**src/rtl/jsu_pkg.sv**
```systemverilog
// Shared types, constants and UTF-8 byte helper for the JSON string unescaper.
`timescale 1ns / 1ps
`default_nettype none

package jsu_pkg;

  // Default depth of the command queue between front and back
  localparam int JsuQueueDepth = 4;

  // Surrogate ranges and the supplementary plane base
  localparam logic [15:0] SurrHighFirst = 16'hD800;
  localparam logic [15:0] SurrHighLast  = 16'hDBFF;
  localparam logic [15:0] SurrLowFirst  = 16'hDC00;
  localparam logic [15:0] SurrLowLast   = 16'hDFFF;
  localparam logic [20:0] SuppBase      = 21'h10000;

  // UTF-8 lead and continuation marks
  localparam logic [7:0] Lead2    = 8'hC0;
  localparam logic [7:0] Lead3    = 8'hE0;
  localparam logic [7:0] Lead4    = 8'hF0;
  localparam logic [7:0] ContMark = 8'h80;
  localparam logic [5:0] ContMask = 6'h3F;

  // Lowest byte allowed raw in the string body
  localparam logic [7:0] CtrlLimit = 8'h20;

  typedef enum logic [2:0] {
    ERR_NONE     = 3'd0,
    ERR_BAD_U    = 3'd1,
    ERR_BAD_ESC  = 3'd2,
    ERR_CTRL     = 3'd3,
    ERR_NO_QUOTE = 3'd4
  } err_e;

  // One command: held high surrogate bytes, then a code point, then a terminal result
  typedef struct packed {
    logic        a_en;    // emit the held high surrogate as 3 bytes first
    logic [9:0]  pend;    // held high surrogate minus 0xD800
    logic [2:0]  b_len;   // UTF-8 length of the code point, 0 for none
    logic [20:0] b_cp;    // code point
    logic        done;    // closing quote seen
    err_e        err;     // error to report, ERR_NONE for none
  } cmd_t;

  // Byte k of the UTF-8 encoding of cp, which is len bytes long
  function automatic logic [7:0] utf8_byte(logic [20:0] cp, logic [2:0] len, logic [2:0] k);
    logic [7:0] b;
    b = 8'h00;
    case (len)
      3'd1: b = cp[7:0];
      3'd2: begin
        case (k)
          3'd0:    b = Lead2 | {3'b000, cp[10:6]};
          default: b = ContMark | {2'b00, cp[5:0] & ContMask};
        endcase
      end
      3'd3: begin
        case (k)
          3'd0:    b = Lead3 | {4'b0000, cp[15:12]};
          3'd1:    b = ContMark | {2'b00, cp[11:6] & ContMask};
          default: b = ContMark | {2'b00, cp[5:0] & ContMask};
        endcase
      end
      3'd4: begin
        case (k)
          3'd0:    b = Lead4 | {5'b00000, cp[20:18]};
          3'd1:    b = ContMark | {2'b00, cp[17:12] & ContMask};
          3'd2:    b = ContMark | {2'b00, cp[11:6] & ContMask};
          default: b = ContMark | {2'b00, cp[5:0] & ContMask};
        endcase
      end
      default: b = 8'h00;
    endcase
    return b;
  endfunction

endpackage

`default_nettype wire

```
**src/rtl/jsu_front.sv**
```systemverilog
// Front end: accepts input beats, runs the escape parser, and issues commands.
`timescale 1ns / 1ps
`default_nettype none

module jsu_front
  import jsu_pkg::*;
(
  input  wire logic       clk_i,
  input  wire logic       rst_ni,
  input  wire logic       accept_i,
  input  wire logic [7:0] in_byte_i,
  input  wire logic       end_mark_i,
  output logic            push_o,
  output cmd_t            cmd_o
);

  typedef enum logic [5:0] {
    PH_PLAIN   = 6'b000001,
    PH_ESC     = 6'b000010,
    PH_HEX     = 6'b000100,
    PH_HIGH    = 6'b001000,
    PH_HIGH_BS = 6'b010000,
    PH_LOW_HEX = 6'b100000
  } phase_e;

  localparam logic [7:0] CharQuote  = 8'h22;
  localparam logic [7:0] CharBslash = 8'h5C;
  localparam logic [7:0] CharSlash  = 8'h2F;
  localparam logic [7:0] CharB      = 8'h62;
  localparam logic [7:0] CharF      = 8'h66;
  localparam logic [7:0] CharN      = 8'h6E;
  localparam logic [7:0] CharR      = 8'h72;
  localparam logic [7:0] CharT      = 8'h74;
  localparam logic [7:0] CharU      = 8'h75;

  // Hex digit value; bit 4 flags a non-hex byte
  function automatic logic [4:0] hex_val(logic [7:0] c);
    logic [4:0] r;
    r = 5'h10;
    if (c >= 8'h30 && c <= 8'h39) r = {1'b0, 4'(c - 8'h30)};
    else if (c >= 8'h61 && c <= 8'h66) r = {1'b0, 4'(c - 8'h57)};
    else if (c >= 8'h41 && c <= 8'h46) r = {1'b0, 4'(c - 8'h37)};
    return r;
  endfunction

  // UTF-8 length of a code point
  function automatic logic [2:0] cp_len(logic [20:0] cp);
    logic [2:0] n;
    if (cp <= 21'h7F) n = 3'd1;
    else if (cp <= 21'h7FF) n = 3'd2;
    else if (cp <= 21'hFFFF) n = 3'd3;
    else n = 3'd4;
    return n;
  endfunction

  phase_e      ph_q, ph_d;
  logic [15:0] acc_q, acc_d;
  logic [1:0]  cnt_q, cnt_d;
  logic [9:0]  pend_q, pend_d;
  logic        fin_q, fin_d;

  logic [4:0]  dig;
  logic [15:0] acc_sh;
  logic        esc_ok;
  logic [7:0]  esc_byte;
  cmd_t        cmd;

  assign dig    = hex_val(in_byte_i);
  assign acc_sh = {acc_q[11:0], dig[3:0]};

  // Decode the simple escapes
  always_comb begin
    esc_ok   = 1'b1;
    esc_byte = in_byte_i;
    case (in_byte_i)
      CharQuote:  esc_byte = CharQuote;
      CharBslash: esc_byte = CharBslash;
      CharSlash:  esc_byte = CharSlash;
      CharB:      esc_byte = 8'h08;
      CharF:      esc_byte = 8'h0C;
      CharN:      esc_byte = 8'h0A;
      CharR:      esc_byte = 8'h0D;
      CharT:      esc_byte = 8'h09;
      default:    esc_ok   = 1'b0;
    endcase
  end

  // Parse one beat
  always_comb begin
    ph_d   = ph_q;
    acc_d  = acc_q;
    cnt_d  = cnt_q;
    pend_d = pend_q;
    fin_d  = fin_q;
    cmd       = '0;
    cmd.pend  = pend_q;
    cmd.err   = ERR_NONE;

    if (accept_i && !fin_q) begin
      if (end_mark_i) begin
        fin_d = 1'b1;
        ph_d  = PH_PLAIN;
        case (ph_q)
          PH_HIGH, PH_HIGH_BS: begin
            cmd.a_en = 1'b1;
            cmd.err  = ERR_NO_QUOTE;
          end
          PH_LOW_HEX: begin
            cmd.a_en = 1'b1;
            cmd.err  = ERR_BAD_U;
          end
          PH_HEX:  cmd.err = ERR_BAD_U;
          default: cmd.err = ERR_NO_QUOTE;
        endcase
      end else begin
        case (ph_q)
          PH_ESC, PH_HIGH_BS: begin
            if (ph_q == PH_HIGH_BS && in_byte_i != CharU) cmd.a_en = 1'b1;
            ph_d = PH_PLAIN;
            if (in_byte_i == CharU) begin
              ph_d  = (ph_q == PH_HIGH_BS) ? PH_LOW_HEX : PH_HEX;
              acc_d = '0;
              cnt_d = '0;
            end else if (esc_ok) begin
              cmd.b_len = 3'd1;
              cmd.b_cp  = {13'b0, esc_byte};
            end else begin
              cmd.err = ERR_BAD_ESC;
              fin_d   = 1'b1;
            end
          end
          PH_HEX, PH_LOW_HEX: begin
            if (dig[4]) begin
              cmd.a_en = (ph_q == PH_LOW_HEX);
              cmd.err  = ERR_BAD_U;
              fin_d    = 1'b1;
              ph_d     = PH_PLAIN;
            end else begin
              acc_d = acc_sh;
              cnt_d = cnt_q + 2'd1;
              if (cnt_q == 2'd3) begin
                if (ph_q == PH_LOW_HEX && acc_sh >= SurrLowFirst && acc_sh <= SurrLowLast) begin
                  // Combine the surrogate pair into one supplementary code point
                  cmd.b_len = 3'd4;
                  cmd.b_cp  = SuppBase + {1'b0, pend_q, acc_sh[9:0]};
                  ph_d      = PH_PLAIN;
                end else begin
                  // A held high not followed by a low goes out alone
                  cmd.a_en = (ph_q == PH_LOW_HEX);
                  if (acc_sh >= SurrHighFirst && acc_sh <= SurrHighLast) begin
                    pend_d = acc_sh[9:0];
                    ph_d   = PH_HIGH;
                  end else begin
                    cmd.b_len = cp_len({5'b0, acc_sh});
                    cmd.b_cp  = {5'b0, acc_sh};
                    ph_d      = PH_PLAIN;
                  end
                end
              end
            end
          end
          default: begin
            // Plain text, or the byte after a held high; a backslash there may begin the low half
            if (ph_q == PH_HIGH && in_byte_i == CharBslash) begin
              ph_d = PH_HIGH_BS;
            end else begin
              cmd.a_en = (ph_q == PH_HIGH);
              ph_d     = PH_PLAIN;
              if (in_byte_i == CharQuote) begin
                cmd.done = 1'b1;
                fin_d    = 1'b1;
              end else if (in_byte_i == CharBslash) begin
                ph_d = PH_ESC;
              end else if (in_byte_i < CtrlLimit) begin
                cmd.err = ERR_CTRL;
                fin_d   = 1'b1;
              end else begin
                cmd.b_len = 3'd1;
                cmd.b_cp  = {13'b0, in_byte_i};
              end
            end
          end
        endcase
      end
    end
  end

  assign cmd_o  = cmd;
  assign push_o = accept_i && !fin_q &&
                  (cmd.a_en || cmd.b_len != 3'd0 || cmd.done || cmd.err != ERR_NONE);

  // Update parser state
  always_ff @(posedge clk_i or negedge rst_ni) begin
    if (!rst_ni) begin
      ph_q   <= PH_PLAIN;
      acc_q  <= '0;
      cnt_q  <= '0;
      pend_q <= '0;
      fin_q  <= 1'b0;
    end else begin
      ph_q   <= ph_d;
      acc_q  <= acc_d;
      cnt_q  <= cnt_d;
      pend_q <= pend_d;
      fin_q  <= fin_d;
    end
  end

  // Once finished, the parser issues nothing more
  a_fin_quiet: assert property (@(posedge clk_i) disable iff (!rst_ni)
    fin_q |-> !push_o)
    else $error("command issued after the string finished");

endmodule

`default_nettype wire

```
**src/rtl/jsu_cmd_fifo.sv**
```systemverilog
// Command queue between the parser front end and the byte expander.
`timescale 1ns / 1ps
`default_nettype none

module jsu_cmd_fifo
  import jsu_pkg::*;
#(
  parameter int Depth = JsuQueueDepth
) (
  input  wire logic clk_i,
  input  wire logic rst_ni,
  input  wire logic push_i,
  input  wire cmd_t push_cmd_i,
  input  wire logic pop_i,
  output cmd_t      head_o,
  output logic      empty_o,
  output logic      full_o
);

  localparam int PtrW = (Depth > 1) ? $clog2(Depth) : 1;
  localparam int CntW = $clog2(Depth + 1);

  cmd_t            mem_q [Depth];
  logic [PtrW-1:0] wr_q, rd_q;
  logic [CntW-1:0] cnt_q;

  function automatic logic [PtrW-1:0] nxt(logic [PtrW-1:0] p);
    return (p == PtrW'(Depth - 1)) ? '0 : p + PtrW'(1);
  endfunction

  assign head_o  = mem_q[rd_q];
  assign empty_o = (cnt_q == '0);
  assign full_o  = (cnt_q == CntW'(Depth));

  // Store entries
  always_ff @(posedge clk_i) begin
    if (push_i) mem_q[wr_q] <= push_cmd_i;
  end

  // Advance pointers and occupancy
  always_ff @(posedge clk_i or negedge rst_ni) begin
    if (!rst_ni) begin
      wr_q  <= '0;
      rd_q  <= '0;
      cnt_q <= '0;
    end else begin
      if (push_i) wr_q <= nxt(wr_q);
      if (pop_i) rd_q <= nxt(rd_q);
      if (push_i && !pop_i) cnt_q <= cnt_q + CntW'(1);
      else if (pop_i && !push_i) cnt_q <= cnt_q - CntW'(1);
    end
  end

  a_no_overflow: assert property (@(posedge clk_i) disable iff (!rst_ni)
    full_o |-> !(push_i && !pop_i))
    else $error("command queue overflow");

endmodule

`default_nettype wire

```
**src/rtl/jsu_back.sv**
```systemverilog
// Back end: expands commands into result beats through an output register.
`timescale 1ns / 1ps
`default_nettype none

module jsu_back
  import jsu_pkg::*;
(
  input  wire logic       clk_i,
  input  wire logic       rst_ni,
  input  wire cmd_t       head_i,
  input  wire logic       empty_i,
  output logic            pop_o,
  output logic            out_valid_o,
  input  wire logic       out_stall_i,
  output logic [7:0]      out_byte_o,
  output logic            byte_valid_o,
  output logic            string_done_o,
  output logic [2:0]      error_code_o,
  output logic            last_o
);

  cmd_t       cur_q;
  logic       cur_valid_q;
  logic [2:0] idx_q;

  logic       out_valid_q, byte_valid_q, done_q, last_q;
  logic [7:0] byte_q;
  err_e       err_q;

  logic [3:0] n_a, n_ab, total, idx4;
  logic       is_last, adv;
  logic [7:0] r_byte;
  logic       r_bv, r_done;
  err_e       r_err;

  // Size of the current command
  assign idx4    = {1'b0, idx_q};
  assign n_a     = cur_q.a_en ? 4'd3 : 4'd0;
  assign n_ab    = n_a + {1'b0, cur_q.b_len};
  assign total   = n_ab + {3'b000, (cur_q.done || cur_q.err != ERR_NONE)};
  assign is_last = (idx4 + 4'd1 == total);
  assign adv     = cur_valid_q && (!out_valid_q || !out_stall_i);
  assign pop_o   = !empty_i && (!cur_valid_q || (adv && is_last));

  // Pick the result at the current index
  always_comb begin
    r_byte = 8'h00;
    r_bv   = 1'b0;
    r_done = 1'b0;
    r_err  = ERR_NONE;
    if (idx4 < n_a) begin
      r_bv   = 1'b1;
      r_byte = utf8_byte({5'b0, SurrHighFirst[15:10], cur_q.pend}, 3'd3, idx_q);
    end else if (idx4 < n_ab) begin
      r_bv   = 1'b1;
      r_byte = utf8_byte(cur_q.b_cp, cur_q.b_len, 3'(idx4 - n_a));
    end else begin
      r_done = cur_q.done;
      r_err  = cur_q.err;
    end
  end

  // Load and step the current command
  always_ff @(posedge clk_i or negedge rst_ni) begin
    if (!rst_ni) begin
      cur_valid_q <= 1'b0;
      idx_q       <= '0;
    end else if (pop_o) begin
      cur_valid_q <= 1'b1;
      idx_q       <= '0;
    end else if (adv && is_last) begin
      cur_valid_q <= 1'b0;
    end else if (adv) begin
      idx_q <= idx_q + 3'd1;
    end
  end

  always_ff @(posedge clk_i) begin
    if (pop_o) cur_q <= head_i;
  end

  // Output register: hold while stalled
  always_ff @(posedge clk_i or negedge rst_ni) begin
    if (!rst_ni) begin
      out_valid_q <= 1'b0;
    end else if (adv) begin
      out_valid_q <= 1'b1;
    end else if (!out_stall_i) begin
      out_valid_q <= 1'b0;
    end
  end

  always_ff @(posedge clk_i) begin
    if (adv) begin
      byte_q       <= r_byte;
      byte_valid_q <= r_bv;
      done_q       <= r_done;
      err_q        <= r_err;
      last_q       <= is_last;
    end
  end

  assign out_valid_o   = out_valid_q;
  assign out_byte_o    = byte_q;
  assign byte_valid_o  = byte_valid_q;
  assign string_done_o = done_q;
  assign error_code_o  = err_q;
  assign last_o        = last_q;

  a_idx_in_range: assert property (@(posedge clk_i) disable iff (!rst_ni)
    cur_valid_q |-> (idx4 < total))
    else $error("result index past end of command");

  a_term_is_last: assert property (@(posedge clk_i) disable iff (!rst_ni)
    (out_valid_q && (done_q || err_q != ERR_NONE)) |-> last_q)
    else $error("done or error beat not marked last");

  a_kind_exclusive: assert property (@(posedge clk_i) disable iff (!rst_ni)
    (out_valid_q && byte_valid_q) |-> (!done_q && err_q == ERR_NONE))
    else $error("byte beat also carries done or error");

endmodule

`default_nettype wire

```
**src/rtl/json_string_unescape_utf8_unit.sv**
```systemverilog
// Top level of the JSON string unescaper: front parser, command queue, byte expander.
// Throughput: one input beat per cycle while not stalled. Output runs at one result
// per cycle while out_stall_i is low and commands are available, set by the single
// output register of the back end, which emits the results of a command in turn.
// Input stalls only while the command queue (QueueDepth entries) is full.
// Reset (rst_ni low, asynchronous) returns to plain text with nothing held or queued.
`timescale 1ns / 1ps
`default_nettype none

module json_string_unescape_utf8_unit
  import jsu_pkg::*;
#(
  parameter int QueueDepth = JsuQueueDepth
) (
  input  wire logic       clk_i,
  input  wire logic       rst_ni,
  input  wire logic       in_valid_i,
  output logic            in_stall_o,
  input  wire logic [7:0] in_byte_i,
  input  wire logic       end_mark_i,
  output logic            out_valid_o,
  input  wire logic       out_stall_i,
  output logic [7:0]      out_byte_o,
  output logic            byte_valid_o,
  output logic            string_done_o,
  output logic [2:0]      error_code_o,
  output logic            last_o
);

  logic accept, push, pop, empty, full;
  cmd_t push_cmd, head;

  assign in_stall_o = full;
  assign accept     = in_valid_i && !full;

  jsu_front u_front (
    .clk_i      (clk_i),
    .rst_ni     (rst_ni),
    .accept_i   (accept),
    .in_byte_i  (in_byte_i),
    .end_mark_i (end_mark_i),
    .push_o     (push),
    .cmd_o      (push_cmd)
  );

  jsu_cmd_fifo #(
    .Depth (QueueDepth)
  ) u_fifo (
    .clk_i      (clk_i),
    .rst_ni     (rst_ni),
    .push_i     (push),
    .push_cmd_i (push_cmd),
    .pop_i      (pop),
    .head_o     (head),
    .empty_o    (empty),
    .full_o     (full)
  );

  jsu_back u_back (
    .clk_i         (clk_i),
    .rst_ni        (rst_ni),
    .head_i        (head),
    .empty_i       (empty),
    .pop_o         (pop),
    .out_valid_o   (out_valid_o),
    .out_stall_i   (out_stall_i),
    .out_byte_o    (out_byte_o),
    .byte_valid_o  (byte_valid_o),
    .string_done_o (string_done_o),
    .error_code_o  (error_code_o),
    .last_o        (last_o)
  );

endmodule

`default_nettype wire
```
**config.mk**
```make
export PLATFORM = sky130hd
export DESIGN_NAME = json_string_unescape_utf8_unit
export DESIGN_NICKNAME = d
export VERILOG_FILES = /design/src/rtl/jsu_pkg.sv /design/src/rtl/jsu_front.sv /design/src/rtl/jsu_cmd_fifo.sv /design/src/rtl/jsu_back.sv /design/src/rtl/json_string_unescape_utf8_unit.sv
export SDC_FILE = /design/constraint.sdc
export NUM_CORES = 1
export LEC_CHECK = 0
export ABC_AREA = 0
export ABC_CLOCK_PERIOD_IN_PS = 6800
export BUFFER_PORTS_ARGS = -buffer_cell sky130_fd_sc_hd__buf_2
export CAP_MARGIN = 20
export CORE_ASPECT_RATIO = 1.2
export CORE_UTILIZATION = 55
export CTS_CLUSTER_SIZE = 20
export DETAILED_ROUTE_END_ITERATION = 12
export PLACE_DENSITY = 0.72
export SYNTH_ARGS = -nofsm -noshare
export SYNTH_HDL_FRONTEND = slang
export SYNTH_SLANG_ARGS = --single-unit
```
**constraint.sdc**
```tcl
create_clock -name clk_i -period 6.8 [get_ports clk_i]
set_clock_uncertainty 0.15 [all_clocks]
set_input_delay 0.68 -clock clk_i [delete_from_list [all_inputs] [get_ports clk_i]]
set_output_delay 0.68 -clock clk_i [all_outputs]
set_load 0.005 [all_outputs]
```
==> reports/results.tsv <==
stage	metric	value	unit
setup_path	crit_path_end_kind	register	
global_routing	grtUsageMet2	0.426	
power_and_ir_drop	internal_power	3.56	mW
drt	drtPass1Iterations	7	
job	drv_cap	0	
cts	clock_latency	520	ps
global_routing	grt_max_degree	46	
synthesis	avgSynthCellArea	14.6	um2
drt	drcViolationCount	0	
drt	routedWlPerCell	22.4	um
power_and_ir_drop	swShare	0.323	
global_routing	grt-ovfl-total	0	
power_and_ir_drop	peakVddDrop	253	uV
cts	clkSlewWorstSetupHoldPaths	70	ps
setup_path	crit-reg2reg-capture	u_fifo.cnt_q[2]$_DFFE_PN0P_	
timing	finalHoldViolations	0	
power_and_ir_drop	p_comb_frac	0.316	
cts	root_buffer	clkbuf_16	
timing	fin_crit_sh	0.653	
placement	dp_hpwl	16.7	mm
setup_path	path_cells	ha_1, fa_1, xnor2_1, nand3b_1, xnor3_1, and4_1, a21oi_1, nor2_4, buf_4, inv_1, ha_1, inv_1, fa_1, xor2_1, nor2_1, xor2_1	
drt	via_per_inst	6.08	
synthesis	synth-edff-count	209	
synthesis	yosysUniqueCellTypes	78	
cts	cts_sinks	252	
setup_path	slowest_delay	520	ps
synthesis	synthArstFlopShare	0.171	
cells_and_area	area_growth	11.0	%
timing	relSlewSlack	0.300	
cells_and_area	post-route-util	0.622	
global_routing	antenna_found_initial	0	
timing	min_period	4440	ps
floorplan	rows	57	
run_status	status	complete, no violations	
timing	worstMarginPinSlew	1050	ps
placement	dpl_cell_area	11700	um2
power_and_ir_drop	switchingPower	1.70	mW
cells_and_area	nNetsFinal	849	
setup_path	crit_path_start	u_back.cur_q[25]$_DFFE_PP_	
floorplan	initial_core_util	0.561	
power_and_ir_drop	clkPwrFrac	0.263	
power_and_ir_drop	powerDensity	417	nW/um2
floorplan	core_area	20300	um2
timing	holdWs	281	ps
global_routing	gr-usage-met1	0.304	
timing	fin_tns_setup	0	ps
setup_path	rr_startpoint	u_back.cur_q[25]$_DFFE_PP_	
cts	cts_tree	yes	
hold_path	min_from	out_stall_i	
cells_and_area	stdcell_count	1092	
global_routing	grt_pass1_vias	6876	
setup_path	cp_max_fo	45	
cts	max-clock-path-buffers	3	
synthesis	syn_nets	820	
power_and_ir_drop	leakage	4.33	nW
cts	cts_buffers	25	
drt	wirelength	24.4	mm
setup_path	critPathRequiredTime	7100	ps
cts	cts_resized	0	
cts	htree_num_levels	1	
hold_path	hold_path_depth	3	
hold_path	hold_path.class	in -> reg	
power_and_ir_drop	power.share.sequential	0.421	
placement	portBuffers	28	
setup_path	arrival	4740	ps
timing	fmax	225	MHz
global_routing	met3_usage	0.0255	
synthesis	synthTopCellsByArea	edfxtp_1 (55%), dfrtp_1 (9.3%), mux4_2 (7.7%)	
placement	dp.cells	1044	
synthesis	yosysWarningCount	0	
synthesis	yosysSeqAreaShare	0.647	
synthesis	netlist.area_leader.share	0.552	
global_routing	grt_util_all_layers	0.239	
global_routing	grt_pass1_wl	38.7	mm
setup_path	r2r_cells	16	
floorplan	io_pins	29	
setup_path	worstSetupPathType	reg -> reg	
synthesis	postSynthCellCount	780	
cells_and_area	num_antenna_cells	0	
hold_path	worstHoldEndpoint	u_back.out_valid_o$_DFFE_PN0P_	
floorplan	dieHeight	159	um
drt	vias	6638	
timing	rsz0062_at_grt	false	
setup_path	startpoint_type	register	
setup_path	crit_family	adder cells	
synthesis	yosysTopAreaCell	edfxtp_1	
synthesis	synth_flop_cell	edfxtp_1	
timing	setup_violations	0	
floorplan	die_w	133	um
drt	drtAntennaViolNets	0	
placement	finalWeightedCongestion	0.920	
floorplan	dieArea	21200	um2
setup_path	path_buf_inv	3	
cells_and_area	design_area	12600	um2
setup_path	crit_slowest_cell	edfxtp_1	
global_routing	grt.busiest_layer	met2	
synthesis	ys_ff_latch	252	
synthesis	synth_area	11400	um2
cells_and_area	drive_gt1_frac	0.184	
drt	drt_iter0_markers	441	
timing	slew_viol_final	0	
setup_path	rrSetupSlack	2360	ps
[worst register-to-register path, cell delays in order (launching register included)]
cell and delay [ps]:
edfxtp_1 520, ha_1 290, fa_1 390, xnor2_1 300, nand3b_1 160, xnor3_1 390
and4_1 250, a21oi_1 270, nor2_4 70, buf_4 310, inv_1 140, ha_1 190
inv_1 70, fa_1 430, xor2_1 180, nor2_1 120, xor2_1 150
[cell usage in the layout (no fill, tap or decap), types with 9 or more instances in the layout]
master / n
xnor2_1: 14
inv_1: 26
dfrtp_1: 41
nor3_1: 12
nor2_1: 52
edfxtp_1: 209
a21oi_1: 20
buf_2: 28
mux2_2: 9
nand2_1: 68
nand3_1: 10
clkbuf_16: 25
o21ai_0: 50
ha_1: 24
mux4_2: 39
[sequential cells by signal, indices dropped and copies added (netlist names), 2 cells and up]
| register | cells |
|---|---|
| u_front.ph_q | 6 |
| u_front.cnt_q | 2 |
| u_front.acc_q | 12 |
| u_fifo.wr_q | 2 |
| u_fifo.cnt_q | 3 |
| u_back.error_code_o | 3 |
| u_front.pend_q | 10 |
| u_back.idx_q | 3 |
| u_back.cur_q | 39 |
| u_back.out_byte_o | 8 |
| u_fifo.mem_q | 156 |
| u_fifo.rd_q | 2 |
[layout make-up]
type / count / area, um2
Clock buffer: 30 / 644
Clock inverter: 15 / 180
Fill cell: 1524 / 7650
Inverter: 27 / 101
Multi-Input combinational cell: 465 / 3760
Sequential cell: 252 / 7350
Tap cell: 265 / 332
Timing Repair Buffer: 38 / 238
[worst max path at each step]
stage / endpoint / slack, ps / cells after the start
after global routing: u_fifo.cnt_q[2]$_DFFE_PN0P_ / 2100 / 16
final: u_fifo.cnt_q[2]$_DFFE_PN0P_ / 2360 / 16
after CTS: u_fifo.cnt_q[2]$_DFFE_PN0P_ / 2340 / 16
after global placement: u_fifo.cnt_q[2]$_DFFE_PN0P_ / 2510 / 16
after floorplan: u_fifo.cnt_q[1]$_DFFE_PN0P_ / 1470 / 14
after detailed placement: u_fifo.mem_q[1][24]$_DFFE_PP_ / 2340 / 10
[logic make-up (layout without fill, tap and decap cells)]
kind of cell / after synthesis / count (layout) / synth area share
DFF: 252 / 252 / 0.647
and+or+nand+nor: 219 / 219 / 0.0983
AOI/OAI and AO/OA: 138 / 138 / 0.0828
buffers and inverters: 63 / 110 / 0.0237
muxes: 59 / 59 / 0.0981
adders and majority gates: 27 / 27 / 0.0317
xor gates and xnor gates: 22 / 22 / 0.0182
[routing by layer]
layer	share of wire	vias to the layer above
met5	0	-
met4	0.032	0
met3	0.037	52
met2	0.53	176
met1	0.40	3356
li1	-	3054
[timing repair]
action                    CTS  global route
hold endpoints to repair    0            11
setup buffers               0             0
hold buffers                0             1
[cell usage after synthesis, types with 5 or more instances]
master and number:
a211oi_1 6, clkbuf_1 17, buf_2 8, edfxtp_1 209, nor2_1 53, a31oi_1 5, xnor2_1 14, or3_1 7
dfrtp_1 42, xor2_1 7, mux2_4 5, mux2_2 9, mux4_2 39, nand3_1 10, nand2_1 68, mux2i_1 6
a21o_1 7, nand2b_1 7, or4_1 5, nor3_1 12, inv_1 26, buf_1 7, o21ai_0 50, a21oi_1 20
and2_1 10, ha_1 24
[through the flow]
stage                     total power [mW]  worst slack [ps]
after floorplan                       3.42              1470
after global placement                3.85              2510
after detailed placement              3.91              2340
after CTS                             5.30              2340
after global routing                  5.54              2100
final                                 5.25              2360
[power groups by stage]
stage	Clock, mW	Sequential (mW)	Combinational [mW]
after CTS	1.40	2.22	1.68
after global placement	0	2.23	1.63
after detailed placement	0	2.24	1.67
after global routing	1.46	2.24	1.83
final	1.38	2.21	1.66
after floorplan	0	2.18	1.24
Note: power is estimated with default switching activity, not from simulation.
